--- src/wsfu_pkg.sv ---
// ----------------------------------------------------------------------------
// wsfu_pkg
// Shared types, phase codes and frame type codes for the frame unmasker.
// ----------------------------------------------------------------------------
package wsfu_pkg;

  typedef struct packed {
    logic [7:0] data_byte;
    logic       end_of_chunk;
  } in_word_t;

  typedef struct packed {
    logic       payload_valid;
    logic [7:0] payload_byte;
    logic       status_valid;
    logic [2:0] frame_kind;
  } out_word_t;

  // parse phases
  localparam logic [2:0] PH_HDR0  = 3'd0;
  localparam logic [2:0] PH_HDR1  = 3'd1;
  localparam logic [2:0] PH_EXTHI = 3'd2;
  localparam logic [2:0] PH_EXTLO = 3'd3;
  localparam logic [2:0] PH_KEY   = 3'd4;
  localparam logic [2:0] PH_DATA  = 3'd5;
  localparam logic [2:0] PH_SKIP  = 3'd6;

  // frame types
  localparam logic [2:0] FT_TEXT       = 3'd0;
  localparam logic [2:0] FT_BINARY     = 3'd1;
  localparam logic [2:0] FT_CONTROL    = 3'd2;
  localparam logic [2:0] FT_ERROR      = 3'd3;
  localparam logic [2:0] FT_INCOMPLETE = 3'd4;

  // opcodes
  localparam logic [3:0] OP_TEXT   = 4'h1;
  localparam logic [3:0] OP_BINARY = 4'h2;
  localparam logic [3:0] OP_CLOSE  = 4'h8;
  localparam logic [3:0] OP_PING   = 4'h9;
  localparam logic [3:0] OP_PONG   = 4'hA;

  localparam logic [6:0] LEN_EXT16 = 7'd126;
  localparam logic [6:0] LEN_EXT64 = 7'd127;

  function automatic logic [2:0] classify(input logic [3:0] op);
    logic [2:0] ft;
    case (op)
      OP_TEXT:   ft = FT_TEXT;
      OP_BINARY: ft = FT_BINARY;
      OP_CLOSE,
      OP_PING,
      OP_PONG:   ft = FT_CONTROL;
      default:   ft = FT_ERROR;
    endcase
    return ft;
  endfunction

endpackage

--- src/websocket_frame_unmasker_unit.sv ---
// ----------------------------------------------------------------------------
// websocket_frame_unmasker_unit
// Parses client frame headers byte by byte and unmasks the payload.
// ----------------------------------------------------------------------------
//  channel | ports                         | word
//  input   | in_valid, in_ready, in_data   | in_word_t (data_byte, end_of_chunk)
//  result  | out_valid, out_ready, out_data| out_word_t (payload/status)
//
//  one byte per cycle while no result is stalled; a byte waits in the input
//  register, then its result in the result register
//  bytes that give no result retire without using the result register
//  rst_n is synchronous; the parser restarts at the first header byte
//  a stalled result holds the parser and, once the input register is full,
//  drops in_ready
// ----------------------------------------------------------------------------
module websocket_frame_unmasker_unit import wsfu_pkg::*; (
  input  logic      clk,
  input  logic      rst_n,
  input  logic      in_valid,
  output logic      in_ready,
  input  in_word_t  in_data,
  output logic      out_valid,
  input  logic      out_ready,
  output out_word_t out_data
);

  logic      hold_valid;
  in_word_t  hold_data;
  logic      take;
  logic      has_result;
  out_word_t result;
  logic      space;

  wsfu_in_reg u_in_reg (
    .clk        (clk),
    .rst_n      (rst_n),
    .in_valid   (in_valid),
    .in_ready   (in_ready),
    .in_data    (in_data),
    .take       (take),
    .hold_valid (hold_valid),
    .hold_data  (hold_data)
  );

  wsfu_parser u_parser (
    .clk        (clk),
    .rst_n      (rst_n),
    .step       (take),
    .word       (hold_data),
    .has_result (has_result),
    .result     (result)
  );

  // a word with no result never waits on the result register
  assign take = hold_valid && (!has_result || space);

  wsfu_out_reg u_out_reg (
    .clk       (clk),
    .rst_n     (rst_n),
    .load      (take && has_result),
    .load_data (result),
    .space     (space),
    .out_valid (out_valid),
    .out_ready (out_ready),
    .out_data  (out_data)
  );

endmodule

--- src/wsfu_in_reg.sv ---
// ----------------------------------------------------------------------------
// wsfu_in_reg
// Input register: holds one word until the parser takes it.
// ----------------------------------------------------------------------------
module wsfu_in_reg import wsfu_pkg::*; (
  input  logic     clk,
  input  logic     rst_n,
  input  logic     in_valid,
  output logic     in_ready,
  input  in_word_t in_data,
  input  logic     take,
  output logic     hold_valid,
  output in_word_t hold_data
);

  logic     valid_r, valid_nxt;
  in_word_t data_r;

  assign in_ready = !valid_r || take;

  always_comb begin
    valid_nxt = valid_r;
    if (in_valid && in_ready) begin
      valid_nxt = 1'b1;
    end else if (take) begin
      valid_nxt = 1'b0;
    end
  end

  always_ff @(posedge clk) begin
    if (!rst_n) begin
      valid_r <= 1'b0;
    end else begin
      valid_r <= valid_nxt;
    end
  end

  always_ff @(posedge clk) begin
    if (in_valid && in_ready) begin
      data_r <= in_data;
    end
  end

  assign hold_valid = valid_r;
  assign hold_data  = data_r;

endmodule

--- src/wsfu_parser.sv ---
// ----------------------------------------------------------------------------
// wsfu_parser
// Header parser and payload unmasker; state advances once per word taken.
// ----------------------------------------------------------------------------
module wsfu_parser import wsfu_pkg::*; (
  input  logic      clk,
  input  logic      rst_n,
  input  logic      step,
  input  in_word_t  word,
  output logic      has_result,
  output out_word_t result
);

  logic [2:0]  phase_r, phase_nxt;
  logic [3:0]  opcode_r, opcode_nxt;
  logic        fin_r, fin_nxt;
  logic [15:0] left_r, left_nxt;
  logic [31:0] key_r, key_nxt;
  logic [1:0]  kpos_r, kpos_nxt;

  logic [7:0]  b;
  logic [6:0]  len;
  logic [4:0]  sh;

  assign b   = word.data_byte;
  assign len = b[6:0];
  assign sh  = {kpos_r, 3'b000};

  always_comb begin
    phase_nxt  = phase_r;
    opcode_nxt = opcode_r;
    fin_nxt    = fin_r;
    left_nxt   = left_r;
    key_nxt    = key_r;
    kpos_nxt   = kpos_r;
    result     = '0;

    case (phase_r)
      PH_HDR0: begin
        fin_nxt    = b[7];
        opcode_nxt = b[3:0];
        kpos_nxt   = 2'd0;
        phase_nxt  = PH_HDR1;
      end
      PH_HDR1: begin
        if (!fin_r || !b[7] || len == LEN_EXT64) begin
          result.status_valid = 1'b1;
          result.frame_kind   = FT_ERROR;
          phase_nxt           = PH_SKIP;
        end else if (len == LEN_EXT16) begin
          phase_nxt = PH_EXTHI;
        end else begin
          left_nxt  = {9'd0, len};
          kpos_nxt  = 2'd0;
          phase_nxt = PH_KEY;
        end
      end
      PH_EXTHI: begin
        left_nxt  = {b, 8'd0};
        phase_nxt = PH_EXTLO;
      end
      PH_EXTLO: begin
        left_nxt  = {left_r[15:8], b};
        kpos_nxt  = 2'd0;
        phase_nxt = PH_KEY;
      end
      PH_KEY: begin
        key_nxt[sh +: 8] = b;
        kpos_nxt         = kpos_r + 2'd1;
        if (kpos_r == 2'd3) begin
          if (left_r == 16'd0) begin
            // empty payload: classify on the last key byte
            result.status_valid = 1'b1;
            result.frame_kind   = classify(opcode_r);
            phase_nxt           = PH_SKIP;
          end else begin
            phase_nxt = PH_DATA;
          end
        end
      end
      PH_DATA: begin
        result.payload_valid = 1'b1;
        result.payload_byte  = b ^ key_r[sh +: 8];
        kpos_nxt             = kpos_r + 2'd1;
        left_nxt             = left_r - 16'd1;
        if (left_r == 16'd1) begin
          result.status_valid = 1'b1;
          result.frame_kind   = classify(opcode_r);
          phase_nxt           = PH_SKIP;
        end
      end
      default: begin
        phase_nxt = PH_SKIP;
      end
    endcase

    if (word.end_of_chunk) begin
      if (phase_nxt != PH_SKIP) begin
        result.status_valid = 1'b1;
        result.frame_kind   = FT_INCOMPLETE;
      end
      phase_nxt = PH_HDR0;
    end
  end

  assign has_result = result.payload_valid || result.status_valid;

  always_ff @(posedge clk) begin
    if (!rst_n) begin
      phase_r  <= PH_HDR0;
      opcode_r <= 4'd0;
      fin_r    <= 1'b0;
      left_r   <= 16'd0;
      key_r    <= 32'd0;
      kpos_r   <= 2'd0;
    end else if (step) begin
      phase_r  <= phase_nxt;
      opcode_r <= opcode_nxt;
      fin_r    <= fin_nxt;
      left_r   <= left_nxt;
      key_r    <= key_nxt;
      kpos_r   <= kpos_nxt;
    end
  end

endmodule

--- src/wsfu_out_reg.sv ---
// ----------------------------------------------------------------------------
// wsfu_out_reg
// Result register: holds one result word until the consumer takes it.
// ----------------------------------------------------------------------------
module wsfu_out_reg import wsfu_pkg::*; (
  input  logic      clk,
  input  logic      rst_n,
  input  logic      load,
  input  out_word_t load_data,
  output logic      space,
  output logic      out_valid,
  input  logic      out_ready,
  output out_word_t out_data
);

  logic      valid_r, valid_nxt;
  out_word_t data_r;

  assign space = !valid_r || out_ready;

  always_comb begin
    valid_nxt = valid_r;
    if (load) begin
      valid_nxt = 1'b1;
    end else if (out_ready) begin
      valid_nxt = 1'b0;
    end
  end

  always_ff @(posedge clk) begin
    if (!rst_n) begin
      valid_r <= 1'b0;
    end else begin
      valid_r <= valid_nxt;
    end
  end

  always_ff @(posedge clk) begin
    if (load) begin
      data_r <= load_data;
    end
  end

  assign out_valid = valid_r;
  assign out_data  = data_r;

endmodule

--- config.mk ---
export PLATFORM = sky130hd
export DESIGN_NAME = websocket_frame_unmasker_unit
export DESIGN_NICKNAME = d
export VERILOG_FILES = /design/src/wsfu_pkg.sv /design/src/websocket_frame_unmasker_unit.sv /design/src/wsfu_in_reg.sv /design/src/wsfu_parser.sv /design/src/wsfu_out_reg.sv
export SDC_FILE = /design/constraint.sdc
export NUM_CORES = 1
export LEC_CHECK = 0
export BUFFER_PORTS_ARGS = -buffer_cell sky130_fd_sc_hd__buf_2
export CORE_ASPECT_RATIO = 0.9
export CORE_MARGIN = 1.5
export CORE_UTILIZATION = 58
export CTS_CLUSTER_DIAMETER = 80
export DETAILED_ROUTE_END_ITERATION = 16
export PLACE_DENSITY = 0.87
export SYNTH_ARGS = -nofsm -noshare
export SYNTH_HDL_FRONTEND = slang
export SYNTH_SLANG_ARGS = --single-unit
--- constraint.sdc ---
create_clock -name clk -period 3.2 [get_ports clk]
set_input_delay 0.48 -clock clk [delete_from_list [all_inputs] [get_ports clk]]
set_output_delay 0.48 -clock clk [all_outputs]
set_load 0.02 [all_outputs]
### Word-level counts from Yosys, hierarchy flattened

Cells that the tools add are included.

| cells by class | value |
|---|---|
| add/sub/neg operators | 3 |
| equal/unequal tests | 17 |
| shifts and indexed selects | 3 |
| mux-type cells | 27 |
| bitwise logic cells | 2 |
| reduce and logical (&&, ||, !) cells | 29 |

Operators by type and width:

| kind | number |
|---|---|
| $pmux 16 s4 | 1 |
| $bwmux 32 | 1 |
| $mux 16 | 2 |
| $shift 8x7->32 const A | 1 |
| $shiftx 32x6->8 | 1 |
| $shiftx 8x7->32 | 1 |
| $mux 4 | 6 |
| $pmux 3 s6 | 1 |
| $eq 16x1->1 const B | 1 |
| $logic_not 16->1 | 1 |
| $sub 16x1->16 const B | 1 |
| $mux 3 | 5 |
| $eq 7x7->1 const B | 2 |
| $eq 4x4->1 const B | 3 |
| $pmux 2 s3 | 2 |
| $pmux 4 s3 | 1 |
| $mux 9 | 1 |
| $reduce_and 4->1 | 2 |
| $xor 8x8->8 | 1 |
| $neg 5->7 | 1 |
| $eq 3x2->1 const B | 2 |
| $eq 3x3->1 const B | 2 |
| $logic_or 1x1->1 | 6 |
| $mux 2 | 3 |
| other kinds (19) | 33 |

| storage, ports and cells | value |
|---|---|
| flip-flop bits (word level) | 82 |
| input port bits | 13 |
| output and inout port bits | 15 |
| logic and storage cells | 96 |

### Logic depth before layout (Yosys ltp)

Gate-level depths: netlist of run 1.

| depth | value |
|---|---|
| word-level depth | 15 |
| gate-level depth with buffers | 8 |
| depth with buffers taken out | 8 |

### Cells and area by module

Synthesis of run 1 repeated with hierarchy kept, for this count alone.

| second synthesis, totals | value |
|---|---|
| cells, all modules | 458 |
| area total of the unflattened synthesis | 4249.1 µm² |

By module, submodules not included:

| module | times used | cells an instance | area each (µm²) | sequential area each (µm²) |
|---|---|---|---|---|
| wsfu_parser | 1 | 424 | 3463.3 | 1161.1 |
| wsfu_out_reg | 1 | 17 | 439.2 | 410.4 |
| wsfu_in_reg | 1 | 14 | 327.8 | 290.3 |
| websocket_frame_unmasker_unit | 1 | 3 | 18.8 | 0.0 |

### Worst setup path after synthesis of run 1

No wires, ideal clock.

| timing path | value |
|---|---|
| kind | register to register |
| start | register u_parser.left_r[8] |
| end | register u_out_reg.data_r, in the netlist u_out_reg.out_data[0] (enable) |
| setup time | 0.391 ns |
| arrival time | 2.336 ns |
| required time | 2.809 ns |
| slack | 0.473 ns |
| stages on the path, launching flop included | 6 |
| buffers on the path | 1 |
| period minus slack after synthesis | 2.727 ns |
| cell sequence | dfxtp_1 > buf_6 > or4_4 > nor4_4 > nand3_2 > a31oi_1 |

| between the ends | value |
|---|---|
| word-level cells in the longest chain between the ends | 12 |
| elaborated cells on any way between the ends | 18 |
| those cells by class | eq/ne: 2; mux: 10; reduce/logical: 6 |

RTL lines:

| element | RTL line | source |
|---|---|---|
| start, declared | wsfu_parser.sv:17 | `logic [15:0] left_r, left_nxt;` |
| start signal, assigned | wsfu_parser.sv:120 | `left_r <= left_nxt;` |
| $logic_not 16->1 | wsfu_parser.sv:71 | `if (left_r == 16'd0) begin` |
| $mux 2 | wsfu_parser.sv:71 |  |
| $mux 3 | wsfu_parser.sv:70 | `if (kpos_r == 2'd3) begin` |
| $pmux 3 s6 | wsfu_parser.sv:38 | `case (phase_r)` |
| $ne 3x3->1 | wsfu_parser.sv:98 | `if (phase_nxt != PH_SKIP) begin` |
| $mux 4 | wsfu_parser.sv:98 |  |
| $mux 4 (*) | wsfu_parser.sv:97 | `if (word.end_of_chunk) begin` |
| $logic_or 1x1->1 (*) | wsfu_parser.sv:106 | `assign has_result = result.payload_valid \|\| result.status_valid;` |
| $logic_not 1->1 | websocket_frame_unmasker_unit.sv:55 | `assign take = hold_valid && (!has_result \|\| space);` |
| $logic_or 1x1->1 | websocket_frame_unmasker_unit.sv:55 |  |
| $logic_and 1x1->1 | websocket_frame_unmasker_unit.sv:55 |  |
| $logic_and 1x1->1 (*) | websocket_frame_unmasker_unit.sv:60 | `.load (take && has_result),` |
| net u_out_reg.load | wsfu_out_reg.sv:8 | `input logic load,` |
| end signal, assigned | wsfu_out_reg.sv:40 | `data_r <= load_data;` |
| end, declared | wsfu_out_reg.sv:17 | `out_word_t data_r;` |

Mark *: on every way through the listed nets, which the timed path passes. The rest lies on a longest branch.
A chain may end at the register's enable or synchronous reset.

==> results of run 1 <==
-- state kept, by name, indices dropped and copies added (netlist names) --
name / flops
u_in_reg.hold_valid: 1
u_out_reg.out_valid: 1
u_parser.kpos_r: 2
u_parser.left_r: 16
u_in_reg.hold_data: 9
u_parser.phase_r: 3
u_out_reg.out_data: 13
u_parser.fin_r: 1
u_parser.key_r: 32
u_parser.opcode_r: 4
-- path summary, 6_finish.rpt --
kind	startpoint	end	slack, ps	cells past startpoint
setup / recovery	u_parser.left_r[8]$_SDFFE_PN0P_	in_ready	190	6
hold / removal	in_data[8]	u_in_reg.hold_data[8]$_DFFE_PP_	290	1
setup reg to reg	u_parser.phase_r[1]$_SDFFE_PN0N_	u_parser.left_r[4]$_SDFFE_PN0P_	550	8
hold reg to reg	u_parser.key_r[10]$_SDFFE_PN0P_	u_parser.key_r[10]$_SDFFE_PN0P_	470	2
-- logic make-up (layout without fill, tap and decap cells) --
| kind of cell | Yosys count | count (layout) | synth area share (%) |
|---|---|---|---|
| buffers and inverters | 42 | 67 | 4.32 |
| flip-flops | 82 | 82 | 41.5 |
| multiplexers | 45 | 45 | 12.3 |
| adder cells (fa/ha/maj) | 8 | 8 | 2.23 |
| AND/OR/NAND/NOR | 190 | 190 | 22.0 |
| XOR/XNOR | 15 | 15 | 2.93 |
| AO/OA/AOI/OAI | 91 | 91 | 14.7 |
-- power groups by stage --
stage	Combinational [mW]	Clock, mW	Sequential, mW
final	0.147	0.825	1.12
after global routing	0.159	0.880	1.12
after CTS	0.144	0.837	1.12
after detailed placement	0.143	0	1.14
after global placement	0.139	0	1.14
after floorplan	0.114	0	1.13
-- layer usage --
| layer | vias to the layer above | global-route usage (%) | wire, um |
|---|---|---|---|
| met5 | - | 0 | 0 |
| met1 | 1783 | 36.5 | 4360 |
| li1 | 1757 | - | - |
| met3 | 41 | 8.07 | 1230 |
| met2 | 237 | 43.1 | 4980 |
| met4 | 0 | 9.22 | 295 |
-- synth_stat cells (4+ instances only) --
cell	count
edfxtp_1	22
buf_2	10
mux2i_1	37
nor3_1	11
nand2b_1	4
a21oi_1	19
nand3_4	4
nand2_1	66
ha_1	8
nand3_1	45
xor2_1	4
o31ai_1	7
dfxtp_1	60
a22oi_1	5
o21ai_1	15
clkbuf_1	15
mux4_2	8
o21ai_0	11
nor2_1	28
nand4_1	6
inv_1	9
xnor2_1	11
-- area by class of cell --
type                    count  area, sq um  area share [%]
inverters                  11         41.3           0.842
repair buffers             40          233            4.75
flip-flops and latches     82         1860            38.0
well taps                  96          120            2.45
clock inverters             6         88.8            1.81
clock buffers              10          128            2.60
multi-input cells         349         2430            49.6
==> metrics.md, run 1 <==
| Metric | Value |
|---|---|
| Status | `finished clean` |
| Die Height | `86.4 um` |
| Non-filler instance count after layout | `594` |
| Initial Util | `59.8%` |
| Detail Route Antenna Nets | `0` |
| Most common cell after layout, fill and taps aside | `nand2_1` |
| Setup TNS Final | `0 ps` |
| Post-layout minimum cycle time | `approximately 3000 ps` |
| Placed inst area | `approximately 0.0047 sq mm` |
| Clk root buf | `clkbuf_8` |
| Buf/Inv on CP | `1` |
| Fillers | `roughly 580` |
| Hold buffers post-CTS | `0` |
| Number of diodes | `0` |
| I/O pin cnt | `28` |
| Clock share of power | `between 30% and 40%` |
| Total Routed Length | `10900 um` |
| Post-synth EDFFs | `22` |
| Crit-path max FO | `8` |
| Fin Hold WS | `between 200 and 300 ps` |
| CTS tree | `done` |
| Nature of the critical path endpoint | `output pin` |
| Area fraction of the dominant cell type after synthesis | `26.8%` |
| Most frequent cells in the layout | `nand2_1 (66), dfxtp_1 (60), nand3_1 (45)` |
| Die Wd | `95.7 um` |
| Clock-pin slew on the worst setup and hold paths | `80 ps` |
| Resize count post-CTS | `0` |
| Area of the core | `0.00751 sq mm` |
| Fmax | `0.332 GHz` |
| Psw | `0.515 mW` |
| Vias in the first global route | `3480` |
| Share of layout cells above drive strength 1 | `between 10% and 20%` |
| RSZ-0062 raised after global routing | `false` |
| Pwr dens | `427 mW/mm^2` |
| Initial DRC Count | `527` |
| Max rail drop VDD | `between 0.3 and 0.4 mV` |
| Yosys cell types | `72` |
| Setup Skew | `between 7 and 8 ps` |
| Slowest-stage cell, CP | `or4_4` |
| Post-synth top area cell | `dfxtp_1` |
| Final period utilization | `94.1%` |
| Leakage power | `between 1.5 and 2 nW` |
| Critical Path Start Type | `flip-flop` |
| Async set-reset flop share out of synthesis | `0%` |
| Detailed placer's ending HPWL | `7560 um` |
| NumNets Final | `514` |
| CP delay by family, top | `simple AND/OR/NAND/NOR gates` |
| DR DRC count | `0` |
| Critical Setup Path Class | `flip-flop to output pin` |
| Detailed Routing Iterations Pass 1 | `6` |
| Final Max Tran Viols | `0` |
| Pin count of the biggest net entering global routing | `38` |
| Worst min path class | `input port to flip-flop` |
| Slew margin rel. | `51.9%` |
| Cell area after synthesis | `0.00449 sq mm` |
| Routed len/inst | `18.3 um` |
| Port bufs | `27` |
| #FFs+latches synth | `82` |
| Rows | `30` |
| DP Worst Slack | `632 ps` |
| CTS Buffer Depth | `2` |
| P_int | `1.58 mW` |
| Vias | `about 3800` |
| GP Congestion | `about 1` |
| Avg Inst Size Synth | `about 9.5 sq um` |
| Flop pwr share | `between 50% and 60%` |
| Combinational power share | `7.0%` |
| Core Util, Final | `65.3%` |
| Worst Max-Slew Pin Slew | `718 ps` |
| Final hold violations | `0` |
| Clk_lat worst skew | `about 360 ps` |
| Total grt overflow | `0` |
| Arr. time, crit path | `2530 ps` |
| Final setup vio count | `0` |
| Syn-to-layout area delta | `9.29%` |
| Design Area, Final | `~0.005 sq mm` |
| Sw Share | `about a quarter` |
| Initial antenna violation count | `0` |
| Synth Flop Type | `dfxtp_1` |
| Main area contributors after synthesis | `dfxtp_1 (27%), edfxtp_1 (15%), mux2i_1 (8.3%), nand2_1 (5.5%), nand3_1 (5.0%)` |
| Postcts setup bufs | `0` |
| First-pass GRT wire length | `17200 um` |
| Die ar. | `around 0.0083 sq mm` |
| GR Util All Layers | `roughly 28%` |
| Sequential share of the synthesized area | `41.5%` |
| Cell Chain, Critical Path | `or4_4, nor4_4, nand3_2, nand2_2, o211ai_2, buf_2` |
| Total chip power | `2.09 mW` |
| Yosys warns | `0` |
| Worst path max stage delay | `590 ps` |
| Max H-tree Level | `3` |
| Vias per cell | `6.43` |
| CTS Sinks | `82` |
| Req. time, crit path | `2720 ps` |
| Final worst slack | `189 ps` |
| Syn Inst Count | `473` |
| Count of maximum capacitance violations | `0` |
| Syn Nets | `around 490` |
| Placed insts | `578` |
| CTS buffer count | `9` |
Note: power is estimated with default switching activity, not from simulation.
==> run 2: changes to the inputs <==
- CELL_PAD_IN_SITES_DETAIL_PLACEMENT: not set -> 1
- CELL_PAD_IN_SITES_GLOBAL_PLACEMENT: not set -> 1
- CORE_UTILIZATION: 58 -> 47
- PLACE_DENSITY: 0.87 -> 0.89
==> run 2 against run 1 <==
  * Cell area rose by 0.74%
  * Fmax fell by 1.0%
  * Final cell count rose by 5.2%
  * Hold slack got worse by 15 ps
  * First-iteration DRC count fell by 47%
  * Wire length rose by 21%
  * Critical path depth did not move
  * Sequential power barely moved
  * Highest routed layer unchanged
==> metrics.md, run 2 (same netlist as run 1, synthesis figures left out) <==
| Metric | Value |
|---|---|
| Status | `finished clean` |
| Final Max Tran Viols | `0 (unchanged)` |
| Hold buffers post-CTS | `0 (unchanged)` |
| Share of layout cells above drive strength 1 | `19.5% (+1.2 points)` |
| Clk_lat worst skew | `370 ps (about the same)` |
| CTS Buffer Depth | `2 (unchanged)` |
| Worst Max-Slew Pin Slew | `772 ps (+54.0 ps)` |
| Die Height | `95.7 um (+11%)` |
| Met3 routed WL | `1120 um (-8.9%)` |
| Total chip power | `2.01 mW (-3.9%)` |
| GP Congestion | `0.987 (+0.39%)` |
| Reg2Reg Depth | `8 (unchanged)` |
| Initial antenna violation count | `0 (unchanged)` |
| Detail Route Antenna Nets | `0 (unchanged)` |
| Post-layout minimum cycle time | `3040 ps (+31.2 ps)` |
| Vias per cell | `6.23 (-3.1%)` |
| Die Wd | `106 um (+11%)` |
| Nature of the critical path endpoint | `output pin` |
| Clock-pin slew on the worst setup and hold paths | `90 ps (about the same)` |
| Syn-to-layout area delta | `10.1%` |
| Final hold violations | `0 (unchanged)` |
| Initial DRC Count | `279 (-47%)` |
| Count of maximum capacitance violations | `0 (unchanged)` |
| Postcts setup bufs | `0 (unchanged)` |
| Non-filler instance count after layout | `625 (+5.2%)` |
| Pwr dens | `407 mW/mm^2 (-4.6%)` |
| I/O pin cnt | `28 (unchanged)` |
| Final setup vio count | `0 (unchanged)` |
| Setup Skew | `10.9 ps (+3.74 ps)` |
| Port bufs | `27 (unchanged)` |
| Clk root buf | `clkbuf_8` |
| First-pass GRT wire length | `21200 um (+23%)` |
| Most frequent cells in the layout | `nand2_1 (66), dfxtp_1 (60), nand3_1 (45)` |
| Fmax | `0.329 GHz (-1.0%)` |
| Setup TNS Final | `0 ps (unchanged)` |
| Area of the core | `0.00921 sq mm (+23%)` |
| Slew margin rel. | `48.3% (-3.6 points)` |
| CTS Sinks | `82 (unchanged)` |
| Die ar. | `0.0101 sq mm (+23%)` |
| Largest register FFs | `32 (unchanged)` |
| Vias | `3894 (+2.0%)` |
| DR DRC count | `0 (unchanged)` |
| Most common cell after layout, fill and taps aside | `nand2_1` |
| CTS tree | `done` |
| Rows | `33 (+10%)` |
| RSZ-0062 raised after global routing | `false` |
| Placed insts | `607 (+5.0%)` |
| Max rail drop VDD | `0.313 mV (-14%)` |
| Critical Path Start Type | `flip-flop` |
| GR Util All Layers | `27.8% (+0.19 points)` |
| Req. time, crit path | `2720 ps (about the same)` |
| Arr. time, crit path | `2560 ps (+30 ps)` |
| Resize count post-CTS | `0 (unchanged)` |
| Initial Util | `48.7% (-11 points)` |
| CTS buffer count | `9 (unchanged)` |
| Crit-path max FO | `9 (+1)` |
| Top layer in use | `met4` |
| Detailed Routing Iterations Pass 1 | `5 (-1)` |
| DP Worst Slack | `565 ps (-67.4 ps)` |
| Biggest register | `u_parser.key_r` |
| Vias in the first global route | `3969 (+14%)` |
| Final period utilization | `95.1% (+0.98 points)` |
| Critical Setup Path Class | `flip-flop to output pin` |
| Leakage power | `1.90 nW (+0.57%)` |
| Fillers | `1076 (+87%)` |
| Max H-tree Level | `3 (unchanged)` |
| Total Routed Length | `13200 um (+21%)` |
| DR WL met2 | `6310 um (+27%)` |
| Hold Path Cell Cnt | `1 (unchanged)` |
| Total grt overflow | `0 (unchanged)` |
| Fin Hold WS | `277 ps (-15.3 ps)` |
| Number of diodes | `0 (unchanged)` |
| DRT met1 WL | `5460 um (+25%)` |
| Routed len/inst | `21.1 um (+15%)` |
| Final worst slack | `158 ps (-31.2 ps)` |
| NumNets Final | `519 (+0.97%)` |
| Detailed placer's ending HPWL | `9420 um (+25%)` |
| Pin count of the biggest net entering global routing | `35 (-7.9%)` |
| Worst min path class | `input port to flip-flop` |
## run 2: power by group
| group | switching, mW | internal, mW | total, mW |
|---|---|---|---|
| clock | 0.434 | 0.297 | 0.731 |
| combinational | 0.111 | 0.0539 | 0.165 |
| sequential | 0.0315 | 1.08 | 1.12 |
| total | 0.576 | 1.44 | 2.01 |
## run 2: final cells by class
type                    instances  area [sq um]  area share (%)
inverters                      11          41.3           0.836
well taps                     122           153            3.09
clock buffers                   9           124            2.51
clock inverters                 7          58.8            1.19
repair buffers                 45           270            5.47
multi-input cells             349          2430            49.2
flip-flops and latches         82          1860            37.7
## run 2: routing by layer
layer  vias up  track usage, %
met2       166            46.0
met1      1942            34.9
met4         0            10.6
met5         -               0
met3        25            7.52
li1       1761               -
## run 2: worst paths after layout
path                                      to                        startpoint  slack (ps)
max                                 in_ready   u_in_reg.hold_data[4]$_DFFE_PP_         160
min reg2reg   u_parser.key_r[0]$_SDFFE_PN0P_    u_parser.key_r[0]$_SDFFE_PN0P_         470
max reg2reg  u_parser.left_r[6]$_SDFFE_PN0P_  u_parser.phase_r[1]$_SDFFE_PN0N_         450
min          u_in_reg.hold_data[8]$_DFFE_PP_                        in_data[8]         280
## run 2: worst max-delay path, cell delays in order (launching register included)
cell and delay, ps:
edfxtp_1 620, nand4_1 130, nor2_1 620, a31oi_4 260, nand2_2 240, o211ai_2 120
buf_2 190
## run 2: through the flow
stage / cell area [sq um] / util [%]
global placement: 4740 / 51.5
global route: 4940 / 53.6
finish: 4940 / 53.6
detailed placement: 4740 / 51.5
CTS: 4920 / 53.5
floorplan: 4490 / -
